--- config.mk ---
export PLATFORM = sky130hd
export DESIGN_NAME = dct8f_mac
export DESIGN_NICKNAME = d
export VERILOG_FILES = /design/src/design/dct8f_pkg.sv /design/src/design/dct8f_mac.sv
export SDC_FILE = /design/constraint.sdc
export NUM_CORES = 2
export LEC_CHECK = 0
export BUFFER_PORTS_ARGS = -buffer_cell sky130_fd_sc_hd__buf_2
export CORE_ASPECT_RATIO = 1.2
export CORE_MARGIN = 5
export CORE_UTILIZATION = 25
export CTS_BUF_LIST = sky130_fd_sc_hd__clkbuf_8 sky130_fd_sc_hd__clkbuf_16
export DETAILED_ROUTE_END_ITERATION = 10
export PLACE_DENSITY_LB_ADDON = 0.2
export RECOVER_POWER = 100
export SLEW_MARGIN = 20
export SYNTH_ARGS = -nofsm -noshare
export SYNTH_HDL_FRONTEND = slang
export SYNTH_SLANG_ARGS = --single-unit
--- constraint.sdc ---
create_clock -name clk -period 9.3 [get_ports clk]
set_input_delay 0.93 -clock clk [delete_from_list [all_inputs] [get_ports clk]]
set_output_delay 0.93 -clock clk [all_outputs]
set_load 0.005 [all_outputs]
--- src/design/dct8f_pkg.sv ---
// Shared types, constants and cosine weight function for the 8x8 forward DCT
package dct8f_pkg;

    localparam int COEF_FRAC_BITS = 14;

    localparam int SAMPLE_W = 8;
    localparam int ADDR_W   = 6;
    localparam int IDX_W    = 3;
    localparam int STEP_W   = 9;
    localparam int COEF_W   = COEF_FRAC_BITS + 2;
    localparam int ROW_W    = COEF_FRAC_BITS + 12;
    localparam int PROD_W   = ROW_W + COEF_W;
    localparam int ACC_W    = 2 * COEF_FRAC_BITS + 15;
    localparam int MAG_W    = ACC_W - 1;
    localparam int NUM_W    = 6;
    localparam int T_W      = MAG_W + NUM_W - 2 * COEF_FRAC_BITS;
    localparam int W_W      = 15;
    localparam int RECIP_W  = 16;
    localparam int QPROD_W  = W_W + RECIP_W;
    localparam int RES_W    = 11;
    localparam int DRAIN_W  = 4;

    localparam logic [STEP_W-1:0]  LAST_STEP        = '1;
    localparam logic [ADDR_W-1:0]  LAST_FILL        = '1;
    localparam logic [IDX_W-1:0]   LAST_TAP         = '1;
    localparam logic [DRAIN_W-1:0] ROW_DRAIN_CYCLES = 4'd4;
    localparam logic [DRAIN_W-1:0] COL_DRAIN_CYCLES = 4'd12;

    // cos(m*pi/16), m = 0..8, Q30
    localparam logic [30:0] COS_Q30 [9] = '{
        31'd1073741824, 31'd1053110175, 31'd992008094, 31'd892783698, 31'd759250125,
        31'd596538995, 31'd410903207, 31'd209476638, 31'd0
    };

    typedef enum logic [2:0] {
        ST_IDLE,
        ST_ROW,
        ST_ROW_DRAIN,
        ST_COL,
        ST_COL_DRAIN
    } ctrl_state_t;

    typedef enum logic [1:0] {
        SC_DC,
        SC_EDGE,
        SC_AC
    } scale_class_t;

    typedef struct packed {
        logic              we;
        logic [ADDR_W-1:0] addr;
    } sample_wr_t;

    typedef struct packed {
        logic              valid;
        logic              col_pass;
        logic              first;
        logic              last;
        logic [ADDR_W-1:0] rd_addr;
        logic [IDX_W-1:0]  cos_k;
        logic [IDX_W-1:0]  cos_n;
        logic [ADDR_W-1:0] position;
    } mac_issue_t;

    typedef struct packed {
        logic                    valid;
        logic signed [ACC_W-1:0] sum;
        logic [ADDR_W-1:0]       position;
    } col_result_t;

    // c[k][n] = round(cos((2n+1)k*pi/16) * 2^COEF_FRAC_BITS), half away from zero
    function automatic logic signed [COEF_W-1:0] cos_weight(
        input logic [IDX_W-1:0] k,
        input logic [IDX_W-1:0] n
    );
        logic [6:0]        angle;
        logic [4:0]        m;
        logic [5:0]        diff;
        logic [3:0]        base;
        logic              neg;
        logic [30:0]       rounded;
        logic [30:0]       shifted;
        logic [COEF_W-1:0] mag;
        angle = 7'({n, 1'b1}) * 7'(k);
        m     = angle[4:0];
        diff  = '0;
        if (m <= 5'd8)
        begin
            base = m[3:0];
            neg  = 1'b0;
        end
        else if (m <= 5'd16)
        begin
            diff = 6'd16 - 6'(m);
            base = diff[3:0];
            neg  = 1'b1;
        end
        else if (m <= 5'd24)
        begin
            diff = 6'(m) - 6'd16;
            base = diff[3:0];
            neg  = 1'b1;
        end
        else
        begin
            diff = 6'd32 - 6'(m);
            base = diff[3:0];
            neg  = 1'b0;
        end
        rounded = COS_Q30[base] + (31'd1 << (29 - COEF_FRAC_BITS));
        shifted = rounded >> (30 - COEF_FRAC_BITS);
        mag     = shifted[COEF_W-1:0];
        return neg ? -$signed(mag) : $signed(mag);
    endfunction

endpackage

--- src/design/dct8f_mac.sv ---
// Sample and row-sum stores with the shared multiply-accumulate pipeline
module dct8f_mac
    import dct8f_pkg::*;
(
    input  logic                clk,
    input  logic                rst_n,
    input  sample_wr_t          sample_wr,
    input  logic [SAMPLE_W-1:0] pixel,
    input  mac_issue_t          issue,
    output col_result_t         col_res
);

    logic [SAMPLE_W-1:0]     sample_mem [2**ADDR_W];
    logic signed [ROW_W-1:0] row_mem    [2**ADDR_W];

    logic [SAMPLE_W-1:0]      sample_rd_reg;
    logic signed [ROW_W-1:0]  row_rd_reg;
    logic signed [COEF_W-1:0] cos_reg;
    logic                     s1_valid_reg, s1_col_reg, s1_first_reg, s1_last_reg;
    logic [ADDR_W-1:0]        s1_pos_reg;

    logic signed [ROW_W-1:0]  operand;
    logic signed [PROD_W-1:0] prod_next, prod_reg;
    logic                     s2_valid_reg, s2_col_reg, s2_first_reg, s2_last_reg;
    logic [ADDR_W-1:0]        s2_pos_reg;

    logic signed [ACC_W-1:0]  acc_next, acc_reg;
    logic signed [ACC_W-1:0]  res_sum_reg;
    logic                     res_valid_reg, res_col_reg;
    logic [ADDR_W-1:0]        res_pos_reg;

    always_ff @(posedge clk)
    begin
        if (sample_wr.we)
        begin
            sample_mem[sample_wr.addr] <= pixel;
        end
        sample_rd_reg <= sample_mem[issue.rd_addr];
    end

    always_ff @(posedge clk)
    begin
        if (res_valid_reg && !res_col_reg)
        begin
            row_mem[res_pos_reg] <= res_sum_reg[ROW_W-1:0];
        end
        row_rd_reg <= row_mem[issue.rd_addr];
    end

    // level shift by 128 is an inversion of the top bit
    assign operand   = s1_col_reg ? row_rd_reg
                                  : ROW_W'($signed({~sample_rd_reg[SAMPLE_W-1],
                                                    sample_rd_reg[SAMPLE_W-2:0]}));
    assign prod_next = operand * cos_reg;
    assign acc_next  = s2_first_reg ? ACC_W'(prod_reg) : acc_reg + ACC_W'(prod_reg);

    always_ff @(posedge clk or negedge rst_n)
    begin
        if (!rst_n)
        begin
            s1_valid_reg  <= 1'b0;
            s2_valid_reg  <= 1'b0;
            res_valid_reg <= 1'b0;
        end
        else
        begin
            s1_valid_reg  <= issue.valid;
            s2_valid_reg  <= s1_valid_reg;
            res_valid_reg <= s2_valid_reg && s2_last_reg;
        end
    end

    always_ff @(posedge clk)
    begin
        cos_reg      <= cos_weight(issue.cos_k, issue.cos_n);
        s1_col_reg   <= issue.col_pass;
        s1_first_reg <= issue.first;
        s1_last_reg  <= issue.last;
        s1_pos_reg   <= issue.position;

        prod_reg     <= prod_next;
        s2_col_reg   <= s1_col_reg;
        s2_first_reg <= s1_first_reg;
        s2_last_reg  <= s1_last_reg;
        s2_pos_reg   <= s1_pos_reg;

        acc_reg      <= acc_next;
        res_sum_reg  <= acc_next;
        res_col_reg  <= s2_col_reg;
        res_pos_reg  <= s2_pos_reg;
    end

    assign col_res.valid    = res_valid_reg && res_col_reg;
    assign col_res.sum      = res_sum_reg;
    assign col_res.position = res_pos_reg;

endmodule

# Word-level counts from Yosys, hierarchy flattened
# Memories as Yosys holds them, arrays and structs flattened. A register that Yosys moved wholly into a read port is not among the register bits.
# Index checks and enable logic that the tools add are counted.
# Widths: inputs -> output; s select.
[word_totals] n_memories=3 input_bits=39 elab_cells=53 romBits=496 reg_bits=129 ram_bits=2176 out_inout_bits=50
[classes] multipliers=2 n_reduce_logical=4 magnitude_cmp=4 mux=15 n_bitwise=2 n_addsub=6
[memory_table] name="row_mem" depth=64 word_bits=26 read_ports=1 rd_clocked_by_memory_dff=1 write_ports=1 line="dct8f_mac.sv:14" source="logic signed [ROW_W-1:0] row_mem [2**ADDR_W];"
[memory_table] name="sample_mem" depth=64 word_bits=8 read_ports=1 rd_clocked_by_memory_dff=1 write_ports=1 line="dct8f_mac.sv:13" source="logic [SAMPLE_W-1:0] sample_mem [2**ADDR_W];"
[memory_table] name="(no name shown)" depth=16 word_bits=31 read_ports=1 rd_clocked_by_memory_dff=0 write_ports=0 line="dct8f_pkg.sv:110" source="rounded = COS_Q30[base] + (31'd1 << (29 - COEF_FRAC_BITS));"
[ops] op="$mux 31" count=2
[ops] op="$add 43x42->43" count=1
[ops] op="$mux 43" count=1
[ops] op="$mul 26x16->42" count=1
[ops] op="$add 31x16->31 const B" count=1
[ops] op="$mux 26" count=1
[ops] op="$neg 15->16" count=1
[ops] op="$mux 15" count=1
[ops] op="$mux 4" count=3
[ops] op="$le 5x5->1 const B" count=2
[ops] op="$sub 1x4->4 const A" count=2
[ops] op="$mux 1" count=7
[ops] op="$ge 5x5->1 const B" count=1
[ops] op="$le 5x4->1 const B" count=1
[ops] op="$mul 4x3->5" count=1
[ops] op="$not 4->5" count=1
[ops] op="$sub 4x1->4 const B" count=1
[ops] op="$logic_and 1x1->1" count=3
[ops] op="$logic_not 1->1" count=1
[ops] op="$not 1->1" count=1

# Longest topological paths before layout
[logic_depth] ltp_word=12 mapped_depth=28 mapped_depth_nobuf=26

# Least setup slack after synthesis
# OpenSTA, ideal clock, no wires.
[synth_timing] kind="register -> register" from="reg s1_col_reg" to="reg prod_reg[41]" synth_period_minus_slack_ns=7.324 setup_time_ns=0.103 path_stages_with_launch=27 arrival_time_ns=7.220 path_buffers=3 required_ns=9.197 path_slack_ns=1.976 cell_sequence="dfxtp_1 > clkbuf_1 > nor2_1 > clkbuf_1 > a21o_1 > buf_1 > nand2_1 > fa_1 > fa_1 > fa_1 > inv_1 > fa_1 > fa_1 > inv_1 > fa_1 > inv_1 > ha_1 > and3_1 > and2_1 > a311oi_2 > a21bo_1 > o311ai_1 > o311ai_2 > a21oi_1 > o41ai_2 > mux2i_1 > a2111oi_2"
[synth_via] elab_chain_cells=2
[synth_rtl] item="from (decl)" line="dct8f_mac.sv:19" source="logic s1_valid_reg, s1_col_reg, s1_first_reg, s1_last_reg;"
[synth_rtl] item="from (signal assigned)" line="dct8f_mac.sv:76" source="s1_col_reg <= issue.col_pass;"
[synth_rtl] item="$mux 26" line="dct8f_mac.sv:51" source="assign operand = s1_col_reg ? row_rd_reg"
[synth_rtl] item="$mul 26x16->42" line="dct8f_mac.sv:54" source="assign prod_next = operand * cos_reg;"
[synth_rtl] item="named net prod_next[41]" line="dct8f_mac.sv:23" source="logic signed [PROD_W-1:0] prod_next, prod_reg;"
[synth_rtl] item="to (signal assigned)" line="dct8f_mac.sv:81" source="prod_reg <= prod_next;"
[synth_rtl] item="to (decl)" line="dct8f_mac.sv:23"
# The timed path passes the listed nets, and every way through them passes these cells.
# A chain may end at the register's enable or synchronous reset.

# Worst setup path in the final report
# Ends and elaborated chain as after synthesis.

==> flow_metrics.tcl <==
set metrics [dict create \
    grt_antenna_before_repair 44 \
    maxCapViolCount 123 \
    critical_path_class "reg2reg" \
    finClkSkew_ps 106 \
    synth_most_common_cell "edfxtp_1" \
    die_height_um 719 \
    fill_cells 41300 \
    synthTopCellsByCount "edfxtp_1 (2176), mux4_2 (714), inv_1 (485), fa_1 (406), nand2_1 (321)" \
    cts.clk_slew.worst_paths_ps 70 \
    post_drt_wl_per_cell_um 27.2 \
    gr-total-overflow 0 \
    grt_max_degree 114 \
    syn-num-nets 6233 \
    post-cts-setup-buffers 0 \
    first_iter_violations 4136 \
    critPathCaptureType "flop" \
    rsz0062_at_grt "false" \
    ff_latch_area_mm2 0.0686 \
    synth_edf_count 2176 \
    fmaxAchievable_mhz 120 \
    hp-class "in2reg" \
    fp.coreArea_mm2 0.417 \
    cp_slowest_stage_delay_ps 1020 \
    io_pins 89 \
    largest_reg_flops 1664 \
    setup_violations 0 \
    yosys_register_bits 2339 \
    hold_buffers 1 \
    syn2layout_area_growth_pct 15.4 \
    dp.cells 11100 \
    drt_first_pass_iters 7 \
    antenna_left 0 \
    min_period_over_period_pct 89.2 \
    cts_tree "done" \
    start_util_pct 25.1 \
    finalHoldViolCount 0 \
    syn_inst 5637 \
    crit_path_start_kind "flop" \
    worst_pin_slew_ps 4210 \
    cts_resized 0 \
    synth-seq-area-share_pct 65.6 \
    multi_input_area_mm2 0.0336 \
    grt_pass1_vias 57000 \
    finalNetCount 6498 \
    stdcell_count 11600 \
    worstPathCellList "nor2_1, a21o_1, nand2_1, fa_1, fa_1, fa_1, inv_1, fa_1, fa_1, inv_1, fa_1, inv_1, ha_1, a21o_1, a21oi_1, a311oi_1, a21oi_1, o311ai_1, o311ai_2, a21oi_1, o41ai_2, mux2i_1, a2111oi_2" \
    path_delay_family "adder cells" \
    slew_violations 4230 \
    layout-drive-gt1-share_pct 20.8 \
    cp_data_required_time_ps 10110 \
    vias 52400 \
    post-route-min-period_ps 8300 \
    synth_ff_type "edfxtp_1" \
    yosys.area.top_type "edfxtp_1" \
    cts_buffers 264 \
    ys_top_cells_by_area "edfxtp_1 (62%), mux4_2 (15%), fa_1 (7.8%)" \
    routed_wl_mm 317 \
    cts-root-buf "clkbuf_16" \
    status "finished, violations left" \
    cp_max_fo 19 \
    fp.dieW_um 601 \
    cts_buffer_depth 4 \
    critical_path_buf_inv_count 3 \
    syn_area_per_cell_um2 18.6 \
    violations "max-capacitance violations, max-slew violations" \
    async_flop_share_pct 0.128 \
    path_common_cell "fa_1" \
    arrival_ps 9100 \
    crit_path_top_delay_cell "nor2_1" \
    yosysTopAreaCellShare_pct 62.4 \
    syn_area_mm2 0.105 \
    io_buffers 88 \
    place.gp.congestion 0.777 \
    die_area_mm2 0.432 \
    cts_sinks 2339 \
    insertion_delay_ps 940 \
    num_rows 260 \
    cts_htree_levels 5 \
    viasPerCell 4.51 \
    max_slew_margin_pct -181 \
    synthDistinctLibCells 79 \
    synth_warnings 0 \
    fin_setup_tns_ps 0 \
    remaining_drc_errors 0 \
    track_usage_pct 14.4 \
    dpl.hpwl_mm 200 \
    grt_pass1_wl_mm 445 \
]
[cell usage in the layout, fill, tap and decap left out, types with 43 or more instances in the layout]
cell type and n:
a21o_1 55, a21oi_1 77, and2_1 174, buf_4 48, clkbuf_1 166, clkbuf_16 270
clkinv_1 43, dfxtp_1 152, edfxtp_1 2176, fa_1 406, ha_1 151, inv_1 551
mux4_2 714, nand2_1 321, nor2_1 165, nor2_4 56, o21ai_0 63, xnor2_1 55
[kinds of logic (layout without fill, tap and decap cells)]
kind of cell | count (synthesis) | in the layout | synth area share, %
mux | 731 | 731 | 15.5
compound gates | 314 | 314 | 1.99
buf+inv | 745 | 1222 | 2.69
flops | 2339 | 2339 | 65.6
other cells | 0 | 17 | 0
simple gates | 865 | 865 | 3.90
fa+ha+maj | 557 | 557 | 9.57
xor+xnor | 86 | 86 | 0.734
[metal layers]
layer | up-vias | wire length (um) | GRT usage, %
met1 | 28700 | 124000 | 17.5
met3 | 378 | 13000 | 1.87
met2 | 1199 | 170000 | 26.7
met4 | 10 | 9300 | 3.88
li1 | 22100 | - | -
met5 | - | 64 | 0
[final cells by class]
class | instances | area share, %
Clock buffer | 278 | 5.69
Clock inverter | 200 | 1.32
Antenna cell | 17 | 0.0352
Timing Repair Buffer | 258 | 1.06
Sequential cell | 2339 | 56.8
Tap cell | 5502 | 5.70
Inverter | 486 | 1.51
Multi-Input combinational cell | 2553 | 27.9
[worst paths after layout]
| path | from | end | slack (ps) | cells after the start |
|---|---|---|---|---|
| max in group asynchronous | rst_n | res_valid_reg | 8700 | 2 |
| max | s1_col_reg | prod_reg[41] | 1000 | 23 |
| min in group asynchronous | rst_n | s1_valid_reg | 430 | 2 |
| min | issue[19] | s1_first_reg | 110 | 1 |
| min reg2reg | s1_pos_reg[0] | s2_pos_reg[0] | 320 | 0 |
| max reg2reg | s1_col_reg | prod_reg[41] | 1000 | 23 |
[stage by stage]
stage / setup WS [ps] / area [um^2] / utilization [%] / hold WS [ps]
6_report: 1000 / 121000 / 28.9 / 112
2_1_floorplan: 1980 / 105000 / - / 310
5_1_grt: 509 / 121000 / 28.9 / 49.1
4_1_cts: 1410 / 121000 / 29.1 / 7.44
3_5_place_dp: 1490 / 113000 / 27.0 / 312
3_3_place_gp: 1590 / 113000 / 27.0 / 310
Power is left out: the tool's default activity adds up to more than one toggle a clock period on the data nets, which glitch-free logic cannot reach.
