--- config.mk ---
export PLATFORM = sky130hd
export DESIGN_NAME = dct8f_ctrl
export DESIGN_NICKNAME = d
export VERILOG_FILES = /design/src/design/dct8f_pkg.sv /design/src/design/dct8f_ctrl.sv
export SDC_FILE = /design/constraint.sdc
export NUM_CORES = 1
export LEC_CHECK = 0
export BUFFER_PORTS_ARGS = -buffer_cell sky130_fd_sc_hd__buf_4
export CAP_MARGIN = 10
export CORE_UTILIZATION = 34
export DETAILED_ROUTE_END_ITERATION = 7
export REMOVE_ABC_BUFFERS = 1
export SYNTH_ARGS = -nofsm -noshare
export SYNTH_HDL_FRONTEND = slang
export SYNTH_SLANG_ARGS = --single-unit
--- constraint.sdc ---
create_clock -name clk -period 2.5 [get_ports clk]
set_clock_uncertainty 0.2 [all_clocks]
set_input_delay 0.375 -clock clk [delete_from_list [all_inputs] [get_ports clk]]
set_output_delay 0.375 -clock clk [all_outputs]
set_load 0.01 [all_outputs]
--- src/design/dct8f_pkg.sv ---
// Shared types, constants and cosine weight function for the 8x8 forward DCT
package dct8f_pkg;

    localparam int COEF_FRAC_BITS = 14;

    localparam int SAMPLE_W = 8;
    localparam int ADDR_W   = 6;
    localparam int IDX_W    = 3;
    localparam int STEP_W   = 9;
    localparam int COEF_W   = COEF_FRAC_BITS + 2;
    localparam int ROW_W    = COEF_FRAC_BITS + 12;
    localparam int PROD_W   = ROW_W + COEF_W;
    localparam int ACC_W    = 2 * COEF_FRAC_BITS + 15;
    localparam int MAG_W    = ACC_W - 1;
    localparam int NUM_W    = 6;
    localparam int T_W      = MAG_W + NUM_W - 2 * COEF_FRAC_BITS;
    localparam int W_W      = 15;
    localparam int RECIP_W  = 16;
    localparam int QPROD_W  = W_W + RECIP_W;
    localparam int RES_W    = 11;
    localparam int DRAIN_W  = 4;

    localparam logic [STEP_W-1:0]  LAST_STEP        = '1;
    localparam logic [ADDR_W-1:0]  LAST_FILL        = '1;
    localparam logic [IDX_W-1:0]   LAST_TAP         = '1;
    localparam logic [DRAIN_W-1:0] ROW_DRAIN_CYCLES = 4'd4;
    localparam logic [DRAIN_W-1:0] COL_DRAIN_CYCLES = 4'd12;

    // cos(m*pi/16), m = 0..8, Q30
    localparam logic [30:0] COS_Q30 [9] = '{
        31'd1073741824, 31'd1053110175, 31'd992008094, 31'd892783698, 31'd759250125,
        31'd596538995, 31'd410903207, 31'd209476638, 31'd0
    };

    typedef enum logic [2:0] {
        ST_IDLE,
        ST_ROW,
        ST_ROW_DRAIN,
        ST_COL,
        ST_COL_DRAIN
    } ctrl_state_t;

    typedef enum logic [1:0] {
        SC_DC,
        SC_EDGE,
        SC_AC
    } scale_class_t;

    typedef struct packed {
        logic              we;
        logic [ADDR_W-1:0] addr;
    } sample_wr_t;

    typedef struct packed {
        logic              valid;
        logic              col_pass;
        logic              first;
        logic              last;
        logic [ADDR_W-1:0] rd_addr;
        logic [IDX_W-1:0]  cos_k;
        logic [IDX_W-1:0]  cos_n;
        logic [ADDR_W-1:0] position;
    } mac_issue_t;

    typedef struct packed {
        logic                    valid;
        logic signed [ACC_W-1:0] sum;
        logic [ADDR_W-1:0]       position;
    } col_result_t;

    // c[k][n] = round(cos((2n+1)k*pi/16) * 2^COEF_FRAC_BITS), half away from zero
    function automatic logic signed [COEF_W-1:0] cos_weight(
        input logic [IDX_W-1:0] k,
        input logic [IDX_W-1:0] n
    );
        logic [6:0]        angle;
        logic [4:0]        m;
        logic [5:0]        diff;
        logic [3:0]        base;
        logic              neg;
        logic [30:0]       rounded;
        logic [30:0]       shifted;
        logic [COEF_W-1:0] mag;
        angle = 7'({n, 1'b1}) * 7'(k);
        m     = angle[4:0];
        diff  = '0;
        if (m <= 5'd8)
        begin
            base = m[3:0];
            neg  = 1'b0;
        end
        else if (m <= 5'd16)
        begin
            diff = 6'd16 - 6'(m);
            base = diff[3:0];
            neg  = 1'b1;
        end
        else if (m <= 5'd24)
        begin
            diff = 6'(m) - 6'd16;
            base = diff[3:0];
            neg  = 1'b1;
        end
        else
        begin
            diff = 6'd32 - 6'(m);
            base = diff[3:0];
            neg  = 1'b0;
        end
        rounded = COS_Q30[base] + (31'd1 << (29 - COEF_FRAC_BITS));
        shifted = rounded >> (30 - COEF_FRAC_BITS);
        mag     = shifted[COEF_W-1:0];
        return neg ? -$signed(mag) : $signed(mag);
    endfunction

endpackage

--- src/design/dct8f_ctrl.sv ---
// Sequencer: sample fill count, row and column pass step counters, drain waits
module dct8f_ctrl
    import dct8f_pkg::*;
(
    input  logic       clk,
    input  logic       rst_n,
    input  logic       start,
    output logic       busy,
    output sample_wr_t sample_wr,
    output mac_issue_t issue
);

    ctrl_state_t        state_reg, state_next;
    logic [ADDR_W-1:0]  fill_reg, fill_next;
    logic [STEP_W-1:0]  step_reg, step_next;
    logic [DRAIN_W-1:0] drain_reg, drain_next;

    always_ff @(posedge clk or negedge rst_n)
    begin
        if (!rst_n)
        begin
            state_reg <= ST_IDLE;
            fill_reg  <= '0;
            step_reg  <= '0;
            drain_reg <= '0;
        end
        else
        begin
            state_reg <= state_next;
            fill_reg  <= fill_next;
            step_reg  <= step_next;
            drain_reg <= drain_next;
        end
    end

    always_comb
    begin
        state_next     = state_reg;
        fill_next      = fill_reg;
        step_next      = step_reg;
        drain_next     = drain_reg;
        sample_wr.we   = 1'b0;
        sample_wr.addr = fill_reg;
        issue          = '0;
        busy           = 1'b1;
        unique case (state_reg)
            ST_IDLE:
            begin
                busy = 1'b0;
                if (start)
                begin
                    sample_wr.we = 1'b1;
                    fill_next    = fill_reg + 1'b1;
                    if (fill_reg == LAST_FILL)
                    begin
                        state_next = ST_ROW;
                        step_next  = '0;
                    end
                end
            end
            ST_ROW:
            begin
                // step = {i, v, j}: R[i][v] += x[i][j] * c[v][j]
                issue.valid    = 1'b1;
                issue.col_pass = 1'b0;
                issue.first    = (step_reg[2:0] == '0);
                issue.last     = (step_reg[2:0] == LAST_TAP);
                issue.rd_addr  = {step_reg[8:6], step_reg[2:0]};
                issue.cos_k    = step_reg[5:3];
                issue.cos_n    = step_reg[2:0];
                issue.position = step_reg[8:3];
                step_next      = step_reg + 1'b1;
                if (step_reg == LAST_STEP)
                begin
                    state_next = ST_ROW_DRAIN;
                    drain_next = '0;
                end
            end
            ST_ROW_DRAIN:
            begin
                // interlock: last row sums reach the store before the column pass reads
                drain_next = drain_reg + 1'b1;
                if (drain_reg == ROW_DRAIN_CYCLES - 1'b1)
                begin
                    state_next = ST_COL;
                    step_next  = '0;
                end
            end
            ST_COL:
            begin
                // step = {u, v, i}: S[u][v] += c[u][i] * R[i][v]
                issue.valid    = 1'b1;
                issue.col_pass = 1'b1;
                issue.first    = (step_reg[2:0] == '0);
                issue.last     = (step_reg[2:0] == LAST_TAP);
                issue.rd_addr  = {step_reg[2:0], step_reg[5:3]};
                issue.cos_k    = step_reg[8:6];
                issue.cos_n    = step_reg[2:0];
                issue.position = step_reg[8:3];
                step_next      = step_reg + 1'b1;
                if (step_reg == LAST_STEP)
                begin
                    state_next = ST_COL_DRAIN;
                    drain_next = '0;
                end
            end
            ST_COL_DRAIN:
            begin
                drain_next = drain_reg + 1'b1;
                if (drain_reg == COL_DRAIN_CYCLES - 1'b1)
                begin
                    state_next = ST_IDLE;
                end
            end
            default:
            begin
                state_next = ST_IDLE;
            end
        endcase
    end

endmodule

### After elaboration in Yosys (flattened, before gate mapping)

Cells that the tools add are included.
W data, S select, Z words.

| storage, ports and cells | value |
|---|---|
| memory bits (writable) | 0 |
| input port bits | 3 |
| bits in read-only memories | 0 |
| output and inout bits | 30 |
| word-level logic and storage cells | 50 |
| register bits after elaboration | 22 |
| bits in latches | 0 |
| memories kept | 0 |

| operators by class | value |
|---|---|
| $lt $le $gt $ge | 0 |
| equal/unequal tests | 16 |
| div/mod/pow operators | 0 |
| add/subtract/negate cells | 3 |
| shift-type cells | 0 |
| reduce and logical (&&, ||, !) cells | 10 |
| bitwise logic cells | 0 |
| multiplexer cells | 17 |
| multiply operators | 0 |

Operator list:

| cell | number |
|---|---|
| $pmux W22 S2 | 1 |
| $mux W9 | 3 |
| $pmux W9 S3 | 1 |
| $mux W3 | 6 |
| $pmux W3 S5 | 1 |
| $ne A2 B2 Y1 const B | 6 |
| $add A9 B1 Y9 const B | 1 |
| $eq A9 B9 Y1 const B | 1 |
| $pmux W4 S2 | 1 |
| $add A6 B1 Y6 const B | 1 |
| $eq A3 B2 Y1 const B | 2 |
| $eq A3 B3 Y1 const B | 2 |
| $eq A6 B6 Y1 const B | 1 |
| $logic_not A3 Y1 | 2 |
| $reduce_and A6 Y1 | 1 |
| $add A4 B1 Y4 const B | 1 |
| $eq A4 B2 Y1 const B | 1 |
| $eq A4 B4 Y1 const B | 1 |
| $mux W4 | 1 |
| $reduce_and A2 Y1 | 2 |
| $reduce_and A4 Y1 | 1 |
| $reduce_or A2 Y1 | 2 |
| $eq A3 B1 Y1 const B | 1 |
| $mux W1 | 3 |
| other kinds (3) | 3 |

### Longest topological paths before layout

Gate-level depths: netlist (run 1).

| logic depth | value |
|---|---|
| word-level depth | 4 |
| depth in mapped cells | 8 |
| mapped depth without buffers | 8 |

### Least setup slack after synthesis (run 1)

No wires, ideal clock.

| timing path | value |
|---|---|
| path kind | reg2out |
| start | reg state_reg[2] |
| end | out issue[17] (netlist bit) |
| data required time | 1.925 ns |
| data arrival time | 1.367 ns |
| buffers on the path | 2 |
| cell stages (with the launch flop) | 7 |
| setup slack | 0.558 ns |
| cells stage by stage | dfrtp_1 buf_2 nand2b_1 inv_1 buf_2 and2_1 mux2_2 |

RTL lines:

| what | line | text |
|---|---|---|
| start, declared | dct8f_ctrl.sv:13 | `ctrl_state_t state_reg, state_next;` |
| start signal, assigned | dct8f_ctrl.sv:29 | `state_reg <= state_next;` |
| end, declared | dct8f_ctrl.sv:10 | `output mac_issue_t issue` |

==> flow_summary.json, run 1 <==
{
  "max_root_sink_buffers": 2,
  "route.final.wire_length_um": 3230,
  "vias": 1223,
  "drtIter0Drc": 51,
  "initial_util": 0.356,
  "placementRows": 23,
  "report.final.setup_viol": 0,
  "worstSetupStartpointType": "register",
  "crit_fanout": 11,
  "timing.max_slew.rel_slack": 0.731,
  "cts_setup_buffers": 0,
  "hold-path-cell-count": 1,
  "final_net_count": 197,
  "clkPwrFrac": 0.184,
  "clock_tree.htree_level_count": 1,
  "timing.hold.worst_endpoint": "fill_reg[5]",
  "wire_length_on_met2_um": 1540,
  "chipWidth_um": 67.0,
  "comb_power_share": 0.368,
  "worstPathRequired_ns": 1.92,
  "average_wire_length_per_cell_after_detail_routing_um": 13.7,
  "cts_made_buffers": 3,
  "ir_drop_worst_case_vdd_mv": 0.248,
  "post_detailed_route_drc_marker_count": 0,
  "hold_viol": 0,
  "worst-r2r-setup-slack_ns": 0.47,
  "yosysWarnings": 0,
  "globalplace.congestion": 0.768,
  "hold_slack_ns": 0.309,
  "io_count": 33,
  "wl_met3_um": 167,
  "post_layout_nonfiller_instances": 236,
  "data_arrival_time_at_the_worst_slack_endpoint_ns": 1.76,
  "worstHoldPathType": "reg -> reg",
  "power.share.switching": 0.368,
  "clk-insertion-delay-late_ns": 0.26,
  "timing.max_cap.violations": 0,
  "clock-root-buffer": "clkbuf_8",
  "finalSetupTns_ns": 0,
  "detail-route-antenna-nets": 0,
  "dp_worst_setup_slack_ns": 0.462,
  "nFillCells": 408,
  "largest_register_ff_count": 9,
  "yosysSeqAreaShare": 0.384,
  "static_leakage_nw": 0.849,
  "pint_mw": 0.753,
  "clock_sink_count": 22,
  "num_antenna_cells": 0,
  "vias_in_the_first_global_route": 1172,
  "share_of_the_cycle_needed_by_the_critical_path_after_routing": 0.932,
  "syn_inst": 156,
  "antenna_found_initial": 0,
  "drt_pre_antenna_iters": 4,
  "number_of_register_bits_inferred_by_synthesis": 22,
  "post-place-cells": 232,
  "synthesis.area_per_instance_um2": 9.20,
  "mappedNetlistArea_mm2": 0.00144,
  "path_class": "reg -> out",
  "drive_gt1_frac": 0.274,
  "hold_path_startpoint": "fill_reg[5]",
  "setup_repair_after_global_routing_missed_its_margin": "no",
  "worstReg2RegStart": "step_reg[0]",
  "worst_setup_path_end_kind": "output pin",
  "multiInputGateArea_um2": 810,
  "clkSlewWorstSetupHoldPaths_ns": 0.08,
  "timing.rr.end": "drain_reg[0]",
  "run_status": "completed",
  "design.die.area_mm2": 0.00448,
  "die_h_um": 67.0,
  "net-switching-power_mw": 0.439,
  "synth.lib_cells_used.distinct": 43,
  "grt_first_pass_wirelength_um": 5370,
  "timing_worst_slew_pin_value_ns": 0.403,
  "final.min_clock_period_ns": 2.33,
  "cts-hold-fix-buffers": 1,
  "tritoncts_clock_tree": "built",
  "detailedPlacementHpwl_um": 2310,
  "fmax_mhz": 429,
  "grt-ovfl-total": 0,
  "vias_per_cell": 5.18,
  "ff2ff_path_depth": 7,
  "global_route.usage.total": 0.157,
  "post_cts.resized_instances": 0,
  "port_buffers": 32,
  "drt-met1-wl_um": 1500,
  "seqCellArea_um2": 551,
  "core_area_mm2": 0.00403,
  "syn_to_final_growth_pct": 23.6,
  "top_layer_used": "met4",
  "power_density_mw_per_mm2": 672,
  "pin_count_of_the_biggest_net_entering_global_routing": 23,
  "final.setup.worst_slack_ns": 0.169,
  "maxSlewViolCount": 0,
  "seqPwrFrac": 0.448
}
logic make-up after synthesis:
group           after synthesis  synth area share
xor+xnor                      7            0.0427
compound gates               27             0.133
mux                          11            0.0837
fa+ha+maj                     6            0.0523
simple gates                 65             0.253
flops                        22             0.384
buf+inv                      18            0.0523
worst max-delay path by stage:
stage                   endpoint  slack (ns)          from  cells past startpoint
finish                 issue[17]        0.17  state_reg[2]                      5
global route           issue[17]        0.05  state_reg[2]                      5
CTS                    issue[17]        0.16  state_reg[2]                      5
detailed placement     issue[17]        0.46  state_reg[2]                      5
global placement    drain_reg[2]        0.47   step_reg[0]                      8
floorplan              issue[17]        0.22  state_reg[2]                      4
power groups by stage:
stage	clock network, mW	logic [mW]	registers (mW)
3_5_place_dp	0	0.446	0.542
3_3_place_gp	0	0.430	0.538
2_1_floorplan	0	0.212	0.554
6_report	0.220	0.439	0.534
4_1_cts	0.225	0.449	0.535
5_1_grt	0.244	0.491	0.548
through the flow:
step           total power [mW]  area (µm²)   util
6_report                   1.19        1770  0.440
5_1_grt                    1.28        1770  0.440
4_1_cts                    1.21        1770  0.440
3_5_place_dp              0.987        1720  0.428
3_3_place_gp              0.969        1720  0.428
2_1_floorplan             0.766        1390      -
synthesized netlist by cell type:
cell type / n / area [µm²]
mux2i_1: 6 / 60.1
nand2b_1: 4 / 25.0
o311ai_0: 1 / 8.76
inv_1: 7 / 26.3
and4bb_2: 1 / 12.5
o211a_1: 1 / 10.0
nand3b_1: 1 / 7.51
or4_1: 1 / 7.51
xnor2_1: 3 / 26.3
and4b_1: 1 / 10.0
xor2_1: 4 / 35.0
or2_1: 1 / 6.26
or3_4: 1 / 11.3
nand3_1: 6 / 30.0
a221oi_1: 1 / 8.76
nor2b_1: 1 / 6.26
and2_1: 6 / 37.5
a21boi_0: 1 / 7.51
a21oi_1: 2 / 10.0
dfrtp_1: 22 / 551
and4_1: 1 / 8.76
o21ai_0: 9 / 45.0
nand2_1: 12 / 45.0
mux2_4: 1 / 15.0
nor3b_1: 2 / 15.0
inv_2: 1 / 3.75
nor4b_4: 1 / 23.8
mux2_2: 4 / 45.0
a22o_1: 6 / 52.6
nand3_2: 1 / 10.0
nor2_1: 18 / 67.6
nand4_1: 1 / 6.26
o22ai_1: 1 / 6.26
and3_1: 1 / 6.26
a21o_2: 1 / 8.76
buf_2: 6 / 30.0
o31ai_1: 1 / 7.51
clkbuf_1: 4 / 15.0
or3_1: 1 / 6.26
ha_1: 6 / 75.1
a211oi_2: 1 / 12.5
a31oi_1: 2 / 12.5
nor3_1: 4 / 20.0
final cells by class:
class / instances / area share
Clock buffer: 3 / 0.0233
Inverter: 8 / 0.0169
Multi-Input combinational cell: 116 / 0.456
Sequential cell: 22 / 0.310
Tap cell: 50 / 0.0353
Timing Repair Buffer: 37 / 0.158
critical path: stages, from the launching register on:
cell and delay (ns):
dfrtp_1 0.54, nand2b_1 0.19, inv_1 0.15, and2_1 0.22
mux2_2 0.26, buf_4 0.14
placed cells by master, fill, tap and decap left out, types with 6 or more instances in the layout:
| cell | count |
|---|---|
| mux2i_1 | 6 |
| o21ai_0 | 9 |
| inv_1 | 7 |
| and2_1 | 6 |
| nand3_1 | 6 |
| a22o_1 | 6 |
| nor2_1 | 18 |
| nand2_1 | 12 |
| buf_4 | 36 |
| ha_1 | 6 |
| dfrtp_1 | 22 |
routing by layer:
layer / vias to the layer above / GRT usage
met1: 586 / 0.200
met3: 2 / 0.0325
met5: - / 0
met2: 32 / 0.264
met4: 0 / 0.0479
li1: 603 / -
(Power assumes the default switching activity.)
==> run 2, diff against run 1 <==
--- a/config.mk
+++ b/config.mk
@@ -7,7 +7,7 @@
 export LEC_CHECK = 0
 export BUFFER_PORTS_ARGS = -buffer_cell sky130_fd_sc_hd__buf_4
 export CAP_MARGIN = 10
-export CORE_UTILIZATION = 34
+export CORE_UTILIZATION = 27
 export DETAILED_ROUTE_END_ITERATION = 7
 export REMOVE_ABC_BUFFERS = 1
 export SYNTH_ARGS = -nofsm -noshare
==> run 2 against run 1 <==
Via count shrank 2.7%. Sequential cell count is the same. First-iteration DRC count shrank 41%. Worst hold slack lost 0.0035 ns. Sequential share of layout area shrank 0.66 points. Combinational power is essentially flat. Die area grew 25%. Critical endpoint unchanged. Largest cell class unchanged.
==> flow_summary.json, run 2 (synthesis gave the netlist of run 1 again) <==
{
  "nFillCells": 552,
  "average_wire_length_per_cell_after_detail_routing_um": 12.2,
  "finalSetupTns_ns": 0,
  "antenna_found_initial": 0,
  "most_common_cell_after_layout_fill_and_taps_aside": "buf_4",
  "vias_per_cell": 4.63,
  "max_root_sink_buffers": 2,
  "timing.max_slew.rel_slack": 0.687,
  "drt_pre_antenna_iters": 4,
  "setup_repair_after_global_routing_missed_its_margin": "no",
  "mostFrequentLayoutCells": "buf_4, dfrtp_1, nor2_1",
  "grt_most_used_layer": "met2",
  "groute.layer.met2.usage": 0.179,
  "seqCellArea_um2": 551,
  "path_class": "reg -> out",
  "fmax_mhz": 439,
  "ir_drop_worst_case_vdd_mv": 0.440,
  "worstSetupStartpointType": "register",
  "post_cts.resized_instances": 0,
  "timing_worst_slew_pin_value_ns": 0.470,
  "share_of_the_cycle_needed_by_the_critical_path_after_routing": 0.912,
  "syn_to_final_growth_pct": 26.3,
  "io_count": 33,
  "report.final.setup_viol": 0,
  "clkSlewWorstSetupHoldPaths_ns": 0.09,
  "setup.worst_path.start": "state_reg[2]",
  "grt-ovfl-total": 0,
  "worstHoldPathType": "reg -> reg",
  "detailedPlacementHpwl_um": 2240,
  "drive_gt1_frac": 0.278,
  "cts_setup_buffers": 0,
  "design_power_total_mw": 1.23,
  "post-route-util": 0.355,
  "global_route.usage.total": 0.119,
  "design.die.area_mm2": 0.00561,
  "drtIter0Drc": 30,
  "clock_tree.htree_level_count": 1,
  "cts-hold-fix-buffers": 1,
  "run_status": "completed",
  "timing.rr.end": "drain_reg[3]",
  "worst_setup_path_end_kind": "output pin",
  "detail-route-antenna-nets": 0,
  "power_density_mw_per_mm2": 680,
  "globalRouteMet3Util": 0.0174,
  "final_net_count": 197,
  "tritoncts_clock_tree": "built",
  "timing.max_cap.violations": 0,
  "multiInputGateArea_um2": 810,
  "globalplace.congestion": 0.726,
  "initial_util": 0.281,
  "worstReg2RegStart": "step_reg[0]",
  "crit_fanout": 11,
  "route.final.wire_length_um": 3130,
  "clock-root-buffer": "clkbuf_8",
  "static_leakage_nw": 0.857,
  "clock_sink_count": 22,
  "post_detailed_route_drc_marker_count": 0,
  "pin_count_of_the_biggest_net_entering_global_routing": 23,
  "port_buffers": 32,
  "worst-r2r-setup-slack_ns": 0.39,
  "clk-insertion-delay-late_ns": 0.27,
  "gr-usage-met1": 0.172,
  "hold_viol": 0,
  "largest_register_ff_count": 9,
  "data_arrival_time_at_the_worst_slack_endpoint_ns": 1.70,
  "num_antenna_cells": 0,
  "vias_in_the_first_global_route": 1066,
  "grt_first_pass_wirelength_um": 5160,
  "chipWidth_um": 74.9,
  "cts_made_buffers": 3,
  "die_h_um": 74.9,
  "placementRows": 26,
  "final.min_clock_period_ns": 2.28,
  "setup.worst_path.end": "issue[17]",
  "maxSlewViolCount": 0,
  "core_area_mm2": 0.00511,
  "ff2ff_path_depth": 7,
  "vias": 1190,
  "worstPathRequired_ns": 1.92
}
run 2: metrics by stage:
step | setup slack (ns) | cell area (µm²) | instances | hold WS (ns)
finish | 0.221 | 1810 | 257 | 0.306
global route | 0.0967 | 1810 | 257 | 0.333
CTS | 0.204 | 1810 | 257 | 0.312
detailed placement | 0.423 | 1750 | 252 | 0.0879
global placement | 0.427 | 1750 | 252 | 0.0842
floorplan | 0.215 | 1390 | 146 | -0.121
run 2: cell type report:
cell class                      instances  share of cell area
Multi-Input combinational cell        116               0.447
Tap cell                               70              0.0483
Inverter                                8              0.0166
Sequential cell                        22               0.304
Timing Repair Buffer                   37               0.155
Clock buffer                            4              0.0304
run 2: layer usage:
layer / vias up / share of wire
met5: - / 0
met4: 0 / 0.0067
met3: 2 / 0.027
met2: 16 / 0.47
met1: 565 / 0.50
li1: 607 / -
run 2: worst min-delay path by stage:
stage	startpoint	to	slack, ns	cells past startpoint
after CTS	fill_reg[5]	fill_reg[5]	0.31	1
after detailed placement	rst_n	fill_reg[2]	0.09	1
final	fill_reg[5]	fill_reg[5]	0.31	1
after global routing	fill_reg[5]	fill_reg[5]	0.33	1
after floorplan	rst_n	drain_reg[0]	-0.12	0
after global placement	rst_n	fill_reg[3]	0.08	1
run 2: critical path, stage by stage, from the launching register on:
cell and delay, ns:
dfrtp_1 0.35, nand2b_1 0.25, inv_1 0.22, and2_1 0.22
mux2_2 0.26, buf_4 0.14
run 2: power breakdown:
part	leakage, nW	switching [mW]	internal [mW]
sequential	0.287	0.0968	0.432
clock	0.0288	0.124	0.141
combinational	0.541	0.227	0.211
total	0.857	0.448	0.784
